--- src/hw/rtl/fat_chain_allocator_assert.svh ---
// Assertion macros shared by the allocator RTL.
// Each macro expects clk_i and rst_ni in the scope where it is used.
`ifndef FAT_CHAIN_ALLOCATOR_ASSERT_SVH
`define FAT_CHAIN_ALLOCATOR_ASSERT_SVH

// Same-cycle implication, disabled while in reset.
`define FCA_ASSERT_IMPL(lbl, pre, post, msg) \
  lbl: assert property (@(posedge clk_i) disable iff (!rst_ni) (pre) |-> (post)) \
    else $error(msg);

// Next-cycle implication, disabled while in reset.
`define FCA_ASSERT_NEXT(lbl, pre, post, msg) \
  lbl: assert property (@(posedge clk_i) disable iff (!rst_ni) (pre) |=> (post)) \
    else $error(msg);

`endif

--- src/hw/rtl/fca_pkg.sv ---
// Shared types, codes and widths of the allocation table block.
// No dependencies; used by every module of the block.
`default_nettype none

package fca_pkg;

  localparam int unsigned OP_W     = 3;
  localparam int unsigned BLOCK_W  = 7;
  localparam int unsigned ENTRY_W  = 8;
  localparam int unsigned STATUS_W = 2;

  localparam int unsigned DEF_NUM_BLOCKS       = 128;
  localparam int unsigned DEF_FIRST_DATA_BLOCK = 3;

  // Stream packing.
  localparam int unsigned TUSER_W      = OP_W;
  localparam int unsigned IN_FIELDS_W  = BLOCK_W + ENTRY_W;
  localparam int unsigned TDATA_IN_W   = ((IN_FIELDS_W + 7) / 8) * 8;
  localparam int unsigned OUT_FIELDS_W = STATUS_W + BLOCK_W + ENTRY_W + 4;
  localparam int unsigned TDATA_OUT_W  = ((OUT_FIELDS_W + 7) / 8) * 8;
  localparam int unsigned OUT_PAD_W    = TDATA_OUT_W - OUT_FIELDS_W;
  localparam int unsigned IN_PAD_W     = TDATA_IN_W - IN_FIELDS_W;

  // Request codes.
  localparam logic [OP_W-1:0] OP_ALLOC  = 3'd0;
  localparam logic [OP_W-1:0] OP_FREE   = 3'd1;
  localparam logic [OP_W-1:0] OP_APPEND = 3'd2;
  localparam logic [OP_W-1:0] OP_TRUNC  = 3'd3;
  localparam logic [OP_W-1:0] OP_READ   = 3'd4;
  localparam logic [OP_W-1:0] OP_WRITE  = 3'd5;

  // Status codes.
  localparam logic [STATUS_W-1:0] ST_OK    = 2'd0;
  localparam logic [STATUS_W-1:0] ST_FULL  = 2'd1;
  localparam logic [STATUS_W-1:0] ST_RANGE = 2'd2;
  localparam logic [STATUS_W-1:0] ST_WALK  = 2'd3;

  // Entry codes.
  localparam logic [ENTRY_W-1:0] CODE_EMPTY   = 8'd0;
  localparam logic [ENTRY_W-1:0] CODE_END     = 8'd255;
  localparam logic [ENTRY_W-1:0] CODE_DAMAGED = 8'd254;

  typedef struct packed {
    logic is_empty;
    logic is_end;
    logic is_damaged;
    logic is_link;
  } cls_t;

  typedef struct packed {
    logic [STATUS_W-1:0] status;
    logic [BLOCK_W-1:0]  block_id;
    logic [ENTRY_W-1:0]  entry;
    logic                is_empty;
    logic                is_last;
    logic                is_damaged;
    logic                is_allocated;
  } res_t;

endpackage

`default_nettype wire

--- src/hw/rtl/fca_fat_mem.sv ---
// Table storage: one write port, one registered read port, write data forwarded.
// Depends on fca_pkg for the entry width.
`default_nettype none

module fca_fat_mem #(
  parameter int unsigned NUM_BLOCKS = fca_pkg::DEF_NUM_BLOCKS,
  parameter int unsigned AW         = $clog2(NUM_BLOCKS)
) (
  input  wire logic                         clk_i,
  input  wire logic                         we_i,
  input  wire logic [AW-1:0]                waddr_i,
  input  wire logic [fca_pkg::ENTRY_W-1:0]  wdata_i,
  input  wire logic [AW-1:0]                raddr_i,
  output      logic [fca_pkg::ENTRY_W-1:0]  rdata_o
);
  import fca_pkg::*;

  logic [ENTRY_W-1:0] mem_q [NUM_BLOCKS];
  logic [ENTRY_W-1:0] rdata_q;

  always_ff @(posedge clk_i) begin
    if (we_i) begin
      mem_q[waddr_i] <= wdata_i;
    end
  end

  // Forward a same-cycle write so a read never sees stale data.
  always_ff @(posedge clk_i) begin
    if (we_i && (waddr_i == raddr_i)) begin
      rdata_q <= wdata_i;
    end else begin
      rdata_q <= mem_q[raddr_i];
    end
  end

  assign rdata_o = rdata_q;

endmodule

`default_nettype wire

--- src/hw/rtl/fca_entry_cls.sv ---
// Shared compare unit: classifies one table entry against the codes and range.
// Depends on fca_pkg for the entry codes and cls_t.
`default_nettype none

module fca_entry_cls #(
  parameter int unsigned NUM_BLOCKS       = fca_pkg::DEF_NUM_BLOCKS,
  parameter int unsigned FIRST_DATA_BLOCK = fca_pkg::DEF_FIRST_DATA_BLOCK
) (
  input  wire logic [fca_pkg::ENTRY_W-1:0] entry_i,
  output      fca_pkg::cls_t               cls_o
);
  import fca_pkg::*;

  localparam logic [ENTRY_W-1:0] NB_E  = ENTRY_W'(NUM_BLOCKS);
  localparam logic [ENTRY_W-1:0] FDB_E = ENTRY_W'(FIRST_DATA_BLOCK);

  always_comb begin
    cls_o.is_empty   = (entry_i == CODE_EMPTY);
    cls_o.is_end     = (entry_i == CODE_END);
    cls_o.is_damaged = (entry_i == CODE_DAMAGED);
    cls_o.is_link    = (entry_i >= FDB_E) && (entry_i < NB_E);
  end

endmodule

`default_nettype wire

--- src/hw/rtl/fca_seq.sv ---
// Request sequencer: clearing pass, chain walks, free scan and table updates.
// Depends on fca_pkg and fat_chain_allocator_assert.svh.
`default_nettype none
`include "fat_chain_allocator_assert.svh"

module fca_seq #(
  parameter int unsigned NUM_BLOCKS       = fca_pkg::DEF_NUM_BLOCKS,
  parameter int unsigned FIRST_DATA_BLOCK = fca_pkg::DEF_FIRST_DATA_BLOCK,
  parameter int unsigned AW               = $clog2(NUM_BLOCKS)
) (
  input  wire logic                         clk_i,
  input  wire logic                         rst_ni,
  input  wire logic                         start_i,
  input  wire logic [fca_pkg::OP_W-1:0]     op_i,
  input  wire logic [fca_pkg::BLOCK_W-1:0]  block_i,
  input  wire logic [fca_pkg::ENTRY_W-1:0]  value_i,
  output      logic                         ready_o,
  output      logic                         done_o,
  output      fca_pkg::res_t                res_o,
  input  wire logic                         ack_i,
  output      logic                         mem_we_o,
  output      logic [AW-1:0]                mem_waddr_o,
  output      logic [fca_pkg::ENTRY_W-1:0]  mem_wdata_o,
  output      logic [AW-1:0]                mem_raddr_o,
  input  wire logic [fca_pkg::ENTRY_W-1:0]  mem_rdata_i,
  input  wire fca_pkg::cls_t                cls_i
);
  import fca_pkg::*;

  localparam logic [3:0] S_CLR   = 4'd0;
  localparam logic [3:0] S_IDLE  = 4'd1;
  localparam logic [3:0] S_RDENT = 4'd2;
  localparam logic [3:0] S_FREE  = 4'd3;
  localparam logic [3:0] S_TAIL  = 4'd4;
  localparam logic [3:0] S_SCAN  = 4'd5;
  localparam logic [3:0] S_LINK  = 4'd6;
  localparam logic [3:0] S_CUT   = 4'd7;
  localparam logic [3:0] S_FIN   = 4'd8;
  localparam logic [3:0] S_DONE  = 4'd9;

  localparam logic [AW-1:0]      LAST_IDX  = AW'(NUM_BLOCKS - 1);
  localparam logic [AW-1:0]      FIRST_IDX = AW'(FIRST_DATA_BLOCK);
  localparam logic [ENTRY_W-1:0] NB_E      = ENTRY_W'(NUM_BLOCKS);
  localparam logic [ENTRY_W-1:0] FDB_E     = ENTRY_W'(FIRST_DATA_BLOCK);

  logic [3:0]      state_q, state_d;
  logic [AW-1:0]   ptr_q, ptr_d;
  logic [AW-1:0]   steps_q, steps_d;
  logic [AW-1:0]   blk_q, blk_d;
  logic [AW-1:0]   tail_q, tail_d;
  logic [OP_W-1:0] op_q, op_d;
  res_t            res_q, res_d;

  logic               blk_ok;
  logic [AW-1:0]      link_addr;
  logic [ENTRY_W-1:0] block_e;

  assign block_e   = ENTRY_W'(block_i);
  assign blk_ok    = (block_e >= FDB_E) && (block_e < NB_E);
  assign link_addr = AW'(mem_rdata_i);

  always_comb begin
    state_d     = state_q;
    ptr_d       = ptr_q;
    steps_d     = steps_q;
    blk_d       = blk_q;
    tail_d      = tail_q;
    op_d        = op_q;
    res_d       = res_q;
    mem_we_o    = 1'b0;
    mem_waddr_o = ptr_q;
    mem_wdata_o = CODE_EMPTY;

    unique case (state_q)
      S_CLR: begin
        mem_we_o = 1'b1;
        if (ptr_q == LAST_IDX) begin
          state_d = S_IDLE;
        end else begin
          ptr_d = ptr_q + AW'(1);
        end
      end
      S_IDLE: begin
        if (start_i) begin
          op_d    = op_i;
          blk_d   = AW'(block_i);
          steps_d = '0;
          res_d   = '0;
          priority if (op_i == OP_ALLOC) begin
            ptr_d   = FIRST_IDX;
            state_d = S_SCAN;
          end else if (op_i > OP_WRITE) begin
            state_d = S_DONE;
          end else if (!blk_ok) begin
            res_d.status = ST_RANGE;
            state_d      = S_DONE;
          end else if (op_i == OP_FREE) begin
            ptr_d   = AW'(block_i);
            state_d = S_FREE;
          end else if ((op_i == OP_APPEND) || (op_i == OP_TRUNC)) begin
            ptr_d   = AW'(block_i);
            state_d = S_TAIL;
          end else if (op_i == OP_READ) begin
            ptr_d   = AW'(block_i);
            state_d = S_RDENT;
          end else begin
            mem_we_o    = 1'b1;
            mem_waddr_o = AW'(block_i);
            mem_wdata_o = value_i;
            state_d     = S_DONE;
          end
        end
      end
      S_RDENT: begin
        res_d.entry        = mem_rdata_i;
        res_d.is_empty     = cls_i.is_empty;
        res_d.is_last      = cls_i.is_end;
        res_d.is_damaged   = cls_i.is_damaged;
        res_d.is_allocated = !(cls_i.is_empty || cls_i.is_end || cls_i.is_damaged);
        state_d            = S_DONE;
      end
      S_FREE: begin
        if (cls_i.is_empty) begin
          state_d = S_DONE;
        end else begin
          mem_we_o = 1'b1;
          priority if (cls_i.is_end) begin
            state_d = S_DONE;
          end else if (!cls_i.is_link || (steps_q == LAST_IDX)) begin
            res_d.status = ST_WALK;
            state_d      = S_DONE;
          end else begin
            ptr_d   = link_addr;
            steps_d = steps_q + AW'(1);
          end
        end
      end
      S_TAIL: begin
        priority if (cls_i.is_end) begin
          tail_d = ptr_q;
          if (op_q == OP_APPEND) begin
            ptr_d   = FIRST_IDX;
            state_d = S_SCAN;
          end else begin
            ptr_d   = blk_q;
            state_d = S_CUT;
          end
        end else if (!cls_i.is_link || (steps_q == LAST_IDX)) begin
          res_d.status = ST_WALK;
          state_d      = S_DONE;
        end else begin
          ptr_d   = link_addr;
          steps_d = steps_q + AW'(1);
        end
      end
      S_SCAN: begin
        priority if (cls_i.is_empty) begin
          mem_we_o       = 1'b1;
          mem_wdata_o    = CODE_END;
          res_d.block_id = BLOCK_W'(ptr_q);
          state_d        = (op_q == OP_APPEND) ? S_LINK : S_DONE;
        end else if (ptr_q == LAST_IDX) begin
          res_d.status = ST_FULL;
          state_d      = S_DONE;
        end else begin
          ptr_d = ptr_q + AW'(1);
        end
      end
      S_LINK: begin
        // ptr still holds the freshly allocated block
        mem_we_o    = 1'b1;
        mem_waddr_o = tail_q;
        mem_wdata_o = ENTRY_W'(ptr_q);
        state_d     = S_DONE;
      end
      S_CUT: begin
        mem_we_o = (ptr_q != blk_q);
        if (cls_i.is_end) begin
          state_d = S_FIN;
        end else begin
          ptr_d = link_addr;
        end
      end
      S_FIN: begin
        mem_we_o    = 1'b1;
        mem_waddr_o = blk_q;
        mem_wdata_o = CODE_END;
        state_d     = S_DONE;
      end
      S_DONE: begin
        if (ack_i) begin
          state_d = S_IDLE;
        end
      end
      default: begin
        state_d = S_IDLE;
      end
    endcase
  end

  assign mem_raddr_o = ptr_d;
  assign ready_o     = (state_q == S_IDLE);
  assign done_o      = (state_q == S_DONE);
  assign res_o       = res_q;

  always_ff @(posedge clk_i or negedge rst_ni) begin
    if (!rst_ni) begin
      state_q <= S_CLR;
      ptr_q   <= '0;
    end else begin
      state_q <= state_d;
      ptr_q   <= ptr_d;
    end
  end

  always_ff @(posedge clk_i) begin
    steps_q <= steps_d;
    blk_q   <= blk_d;
    tail_q  <= tail_d;
    op_q    <= op_d;
    res_q   <= res_d;
  end

  `FCA_ASSERT_IMPL(a_wr_in_range, mem_we_o, mem_waddr_o <= LAST_IDX, "table write out of range")
  `FCA_ASSERT_IMPL(a_start_idle, start_i, state_q == S_IDLE, "request taken while busy")
  `FCA_ASSERT_IMPL(a_cut_on_chain, state_q == S_CUT, cls_i.is_end || cls_i.is_link, "cut left a checked chain")
  `FCA_ASSERT_NEXT(a_ack_idle, ack_i, state_q == S_IDLE, "no return to idle after hand-over")
  `FCA_ASSERT_NEXT(a_done_hold, (state_q == S_DONE) && !ack_i, (state_q == S_DONE) && $stable(res_q), "result lost before hand-over")

endmodule

`default_nettype wire

--- src/hw/rtl/fat_chain_allocator.sv ---
// Top level of the file allocation table chain manager.
// Depends on fca_pkg, fca_fat_mem, fca_entry_cls and fca_seq.
//
// Usage:
//   Requests arrive on the s_axis channel, one transfer per request; the op code
//   rides in tuser, block and value in tdata. Each request yields exactly one
//   result transfer on m_axis carrying status, allocated block, entry and flags.
//   Requests are served one at a time: s_axis_tready is high only while the
//   sequencer is idle. Every table visit goes through the single read port of
//   the table memory, so a request lasts longer the more entries it visits:
//   write visits none, read one, allocate scans the data area for an empty entry,
//   free walks the chain, append walks the chain and then does the free scan,
//   truncate walks the chain twice.
//   After reset the table is cleared to empty by a pass over every entry,
//   during which no request is taken.
//   The finished result sits in an output register; if the receiver stalls it
//   is held there, and a following request may be taken and worked on, but its
//   result waits in the sequencer until the output register drains.
`default_nettype none

module fat_chain_allocator #(
  parameter int unsigned NUM_BLOCKS       = fca_pkg::DEF_NUM_BLOCKS,
  parameter int unsigned FIRST_DATA_BLOCK = fca_pkg::DEF_FIRST_DATA_BLOCK
) (
  input  wire logic                              clk_i,
  input  wire logic                              rst_ni,
  input  wire logic                              s_axis_tvalid,
  output      logic                              s_axis_tready,
  // [6:0] block, [14:7] value, [15] zero
  input  wire logic [fca_pkg::TDATA_IN_W-1:0]    s_axis_tdata,
  // [2:0] op
  input  wire logic [fca_pkg::TUSER_W-1:0]       s_axis_tuser,
  output      logic                              m_axis_tvalid,
  input  wire logic                              m_axis_tready,
  // [1:0] status, [8:2] block_id, [16:9] entry, [17] is_empty, [18] is_last,
  // [19] is_damaged, [20] is_allocated, [23:21] zero
  output      logic [fca_pkg::TDATA_OUT_W-1:0]   m_axis_tdata
);
  import fca_pkg::*;

  localparam int unsigned AW = $clog2(NUM_BLOCKS);

  logic               start;
  logic               seq_ready;
  logic               seq_done;
  logic               ack;
  res_t               seq_res;
  logic               mem_we;
  logic [AW-1:0]      mem_waddr;
  logic [ENTRY_W-1:0] mem_wdata;
  logic [AW-1:0]      mem_raddr;
  logic [ENTRY_W-1:0] mem_rdata;
  cls_t               cls;

  logic out_valid_q, out_valid_d;
  res_t out_res_q;

  // A transfer in starts the sequencer.
  assign s_axis_tready = seq_ready;
  assign start         = s_axis_tvalid && seq_ready;

  fca_fat_mem #(
    .NUM_BLOCKS (NUM_BLOCKS),
    .AW         (AW)
  ) u_mem (
    .clk_i   (clk_i),
    .we_i    (mem_we),
    .waddr_i (mem_waddr),
    .wdata_i (mem_wdata),
    .raddr_i (mem_raddr),
    .rdata_o (mem_rdata)
  );

  // One classifier serves every walk, scan and read.
  fca_entry_cls #(
    .NUM_BLOCKS       (NUM_BLOCKS),
    .FIRST_DATA_BLOCK (FIRST_DATA_BLOCK)
  ) u_cls (
    .entry_i (mem_rdata),
    .cls_o   (cls)
  );

  fca_seq #(
    .NUM_BLOCKS       (NUM_BLOCKS),
    .FIRST_DATA_BLOCK (FIRST_DATA_BLOCK),
    .AW               (AW)
  ) u_seq (
    .clk_i       (clk_i),
    .rst_ni      (rst_ni),
    .start_i     (start),
    .op_i        (s_axis_tuser[OP_W-1:0]),
    .block_i     (s_axis_tdata[BLOCK_W-1:0]),
    .value_i     (s_axis_tdata[BLOCK_W +: ENTRY_W]),
    .ready_o     (seq_ready),
    .done_o      (seq_done),
    .res_o       (seq_res),
    .ack_i       (ack),
    .mem_we_o    (mem_we),
    .mem_waddr_o (mem_waddr),
    .mem_wdata_o (mem_wdata),
    .mem_raddr_o (mem_raddr),
    .mem_rdata_i (mem_rdata),
    .cls_i       (cls)
  );

  // Load the output register when it is empty or being drained this cycle.
  assign ack = seq_done && (!out_valid_q || m_axis_tready);

  always_comb begin
    out_valid_d = out_valid_q;
    if (ack) begin
      out_valid_d = 1'b1;
    end else if (m_axis_tready) begin
      out_valid_d = 1'b0;
    end
  end

  always_ff @(posedge clk_i or negedge rst_ni) begin
    if (!rst_ni) begin
      out_valid_q <= 1'b0;
    end else begin
      out_valid_q <= out_valid_d;
    end
  end

  // Hold the result while the receiver stalls.
  always_ff @(posedge clk_i) begin
    if (ack) begin
      out_res_q <= seq_res;
    end
  end

  assign m_axis_tvalid = out_valid_q;
  assign m_axis_tdata  = {{OUT_PAD_W{1'b0}},
                          out_res_q.is_allocated,
                          out_res_q.is_damaged,
                          out_res_q.is_last,
                          out_res_q.is_empty,
                          out_res_q.entry,
                          out_res_q.block_id,
                          out_res_q.status};

endmodule

`default_nettype wire

--- config.mk ---
export PLATFORM = sky130hd
export DESIGN_NAME = fat_chain_allocator
export DESIGN_NICKNAME = d
export VERILOG_FILES = /design/src/hw/rtl/fca_pkg.sv /design/src/hw/rtl/fca_fat_mem.sv /design/src/hw/rtl/fca_entry_cls.sv /design/src/hw/rtl/fca_seq.sv /design/src/hw/rtl/fat_chain_allocator.sv
export VERILOG_INCLUDE_DIRS = /design/src /design/src/hw/rtl
export SDC_FILE = /design/constraint.sdc
export NUM_CORES = 1
export LEC_CHECK = 0
export ABC_CLOCK_PERIOD_IN_PS = 7750
export BUFFER_PORTS_ARGS = -buffer_cell sky130_fd_sc_hd__buf_2
export CORE_MARGIN = 2
export CORE_UTILIZATION = 35
export DETAILED_ROUTE_END_ITERATION = 6
export GPL_TIMING_DRIVEN = 0
export PLACE_DENSITY = 0.49
export SLEW_MARGIN = 10
export SYNTH_ARGS = -nofsm -noshare
export SYNTH_HDL_FRONTEND = slang
export SYNTH_SLANG_ARGS = --single-unit
--- constraint.sdc ---
create_clock -name clk_i -period 7.75 [get_ports clk_i]
set_input_delay 0.3875 -clock clk_i [delete_from_list [all_inputs] [get_ports clk_i]]
set_output_delay 0.3875 -clock clk_i [all_outputs]
set_load 0.01 [all_outputs]
==> key figures <==
Status
  – Status: finished with violations
  – Failing checks: design-rule violations

Placed design
  – Routability Congestion: 0.888
  – Pre-CTS setup slack: 0.101 ns
  – Post-DP HPWL: 92.9 mm
  – IO Port Bufs: 44

STA
  – RSZ-0062 raised after global routing: false
  – Final worst path period share: 0.976
  – Setup TNS: 0 ns
  – Fin Hold WS: 0.113 ns
  – Worst Clk Skew: 0.0414 ns
  – Final slew viol count: 0
  – Fmax achieved: 132 MHz
  – Fin. Hold Viols: 0
  – Min Tclk post-route: 7.56 ns
  – Final worst setup slack: 0.189 ns
  – Rel. slew slack: 0.0855
  – Setup Viol. Count Final: 0
  – Worst-margin pin slew: 1.37 ns

Cells and area
  – Nets@finish: 2355
  – Fill cell count: 11100
  – Util after Layout: 0.406
  – Area added between synthesis and finish: 15.1%
  – Storage cell area: 33200 um^2
  – Commonest non-fill, non-tap cell in the layout: edfxtp_1
  – Layout cell share with drive strength beyond 1: 0.274
  – Most frequent cells in the layout: edfxtp_1 (1090), mux4_2 (318), nor2_1 (200)
  – Area of the multi-input gates: 10500 um^2
  – Diode count: 0

Detailed routing
  – Total number of vias: 23300
  – Vias per cell: 5.71
  – # DRC: 2
  – ANT nets after route: 0
  – Final WL: 141 mm
  – Drt wl/cell: 34.5 um
  – First-pass DRT Iterations: 7
  – DR iter-0 viols: 2765

Power and ir drop
  – Leak: 16.0 nW
  – Design Power: 19.5 mW
  – Switching power share of the total: 0.352
  – Cell Pwr Density: 383 nW/um^2
  – Sequential share of power: 0.367
  – Max VDD drop: 0.206 mV
  – Clock power frac: 0.289
  – Sw power: 6.87 mW
  – Int Power: 12.7 mW
  – Gate power share: 0.344

Setup path
  – CP Class: reg2reg
  – R2R setup slack: 0.19 ns
  – Worst-path cell chain: buf_2, buf_2, buf_2, buf_2, mux4_2, mux2_2, a221oi_1, or4_1, buf_2, and3_1, nand3_4, a31oi_2, nand2_2, buf_4, nor2_1
  – Register-to-Register Path Depth: 15
  – Slowest CP cell: nor2_1
  – Levels on crit path: 15
  – Crit path max-delay family: buffers and inverters
  – Critical path's most frequent cell: buf_2
  – CP Launch Type: flip-flop
  – WP data required: 8.07 ns
  – Bufs and invs on worst path: 6
  – Worst Path Arrival: 7.88 ns
  – R2R Path End: u_mem.mem_q[77][7]
  – Nature of the critical path endpoint: flip-flop
  – Max FO, Critical Path: 10
  – Critical Path Max Stage Delay: 0.96 ns

Clock tree
  – CTS resizes: 0
  – CTS Buffer Depth: 3
  – CTS buffer count: 117
  – Setup Fix Bufs, Post-CTS: 0
  – Hold-fix buffers, CTS: 12
  – Clock net sink count: 1109
  – CTS tree: yes
  – Number of H-tree levels: 3
  – CTS root buf: clkbuf_16
  – Clock Latency Late Sink: 0.73 ns
  – Clock transition at the registers of the reported paths: 0.06 ns

Logic synthesis
  – YS warnings: 0
  – Async set or reset register ratio after synthesis: 0.0108
  – Cells after synthesis: 2139
  – Post-synth EDFFs: 1090
  – Ys flop type: edfxtp_1
  – Distinct cell type count after synthesis: 67
  – Synth Register Bits: 1109
  – Cell Area, Synth: 44300 um^2
  – Post-synthesis area per instance: 20.7 um^2
  – Post-synthesis sequential area ratio: 0.748

Floorplanning
  – Die area: 130000 um^2
  – Die height: 360 um
  – Starting Density: 0.353
  – Core Area: 126000 um^2
  – Chip width: 360 um
  – Num rows: 130
  – I/O pins: 49

Flow run
  – Max Cap Viol: 0

Global routing
  – Antenna violations before repair: 8
  – GR Util All Layers: 0.216
  – Largest net degree at the start of global routing: 94
  – First-pass GRT wire length: 194 mm
  – Vias in the first global route: 23300
  – Grt total ovfl: 0

Min path
  – Min-delay worst type: in2async
cell usage after synthesis (16+ instances only):
cell,count,area [um^2]
nor2_1,200,751
a21oi_1,42,210
nor3_1,17,85.1
nand3_1,16,80.1
mux4_2,318,7160
inv_1,16,60.1
buf_2,25,125
clkbuf_1,41,154
nand2_1,63,236
buf_4,22,165
edfxtp_1,1090,32700
o21ai_0,21,105
buf_1,17,63.8
mux2i_1,27,270
buf_6,16,180
power groups by stage:
stage | Sequential (mW) | Combinational, mW | Clock (mW)
3_5_place_dp | 7.28 | 6.69 | 0
6_report | 7.16 | 6.71 | 5.65
5_1_grt | 7.18 | 6.92 | 5.96
3_3_place_gp | 7.35 | 6.58 | 0
4_1_cts | 7.16 | 6.72 | 5.73
2_1_floorplan | 7.28 | 3.70 | 0
per-layer routing:
metal,global-route usage,up-vias,part of all wire
met3,0.0369,194,0.069
met4,0.0570,0,0.027
met5,0,-,0
met1,0.305,12700,0.42
met2,0.349,1044,0.48
li1,-,9330,-
metrics by stage:
stage          std cells  instance area (um^2)
2_1_floorplan       2141                 44300
3_3_place_gp        3835                 46600
3_5_place_dp        3849                 47000
4_1_cts             4081                 51000
5_1_grt             4081                 51000
6_report            4081                 51000
area by class of cell:
type	instances	area share
multi-input combinational	894	0.206
buffer	121	0.0140
sequential	1109	0.650
clock buffer	144	0.0598
tap	1650	0.0405
timing repair buffer	70	0.0124
clock inverter	76	0.0156
inverter	17	0.00125
logic make-up after synthesis:
logic type,after synthesis,synth area share
flops,1109,0.748
fa+ha+maj,3,0.000790
simple gates,359,0.0355
compound gates,159,0.0255
buf+inv,138,0.0170
xor+xnor,18,0.00356
other cells,1,0.0000846
mux,352,0.169
registers in the layout (all words and copies together) (netlist names), named ones only:
signal	flops
u_seq.res_o	21
u_seq.state_q	4
u_seq.steps_q	7
u_mem.mem_q	1024
u_seq.blk_q	7
u_seq.tail_q	7
u_seq.ptr_q	7
m_axis_tdata	21
m_axis_tvalid	1
u_seq.op_q	3
worst max-delay path by stage:
| stage | startpoint | end | slack (ns) |
|---|---|---|---|
| 6_report | flip-flop | u_mem.mem_q[77][7] | 0.19 |
| 3_3_place_gp | flip-flop | u_mem.mem_q[118][5] | -3.09 |
| 2_1_floorplan | flip-flop | u_mem.mem_q[0][6] | 2.02 |
| 5_1_grt | flip-flop | u_mem.mem_q[115][7] | 0.31 |
| 3_5_place_dp | flip-flop | u_mem.mem_q[115][5] | 0.10 |
| 4_1_cts | flip-flop | u_mem.mem_q[77][3] | 0.06 |
(Power assumes the default switching activity.)
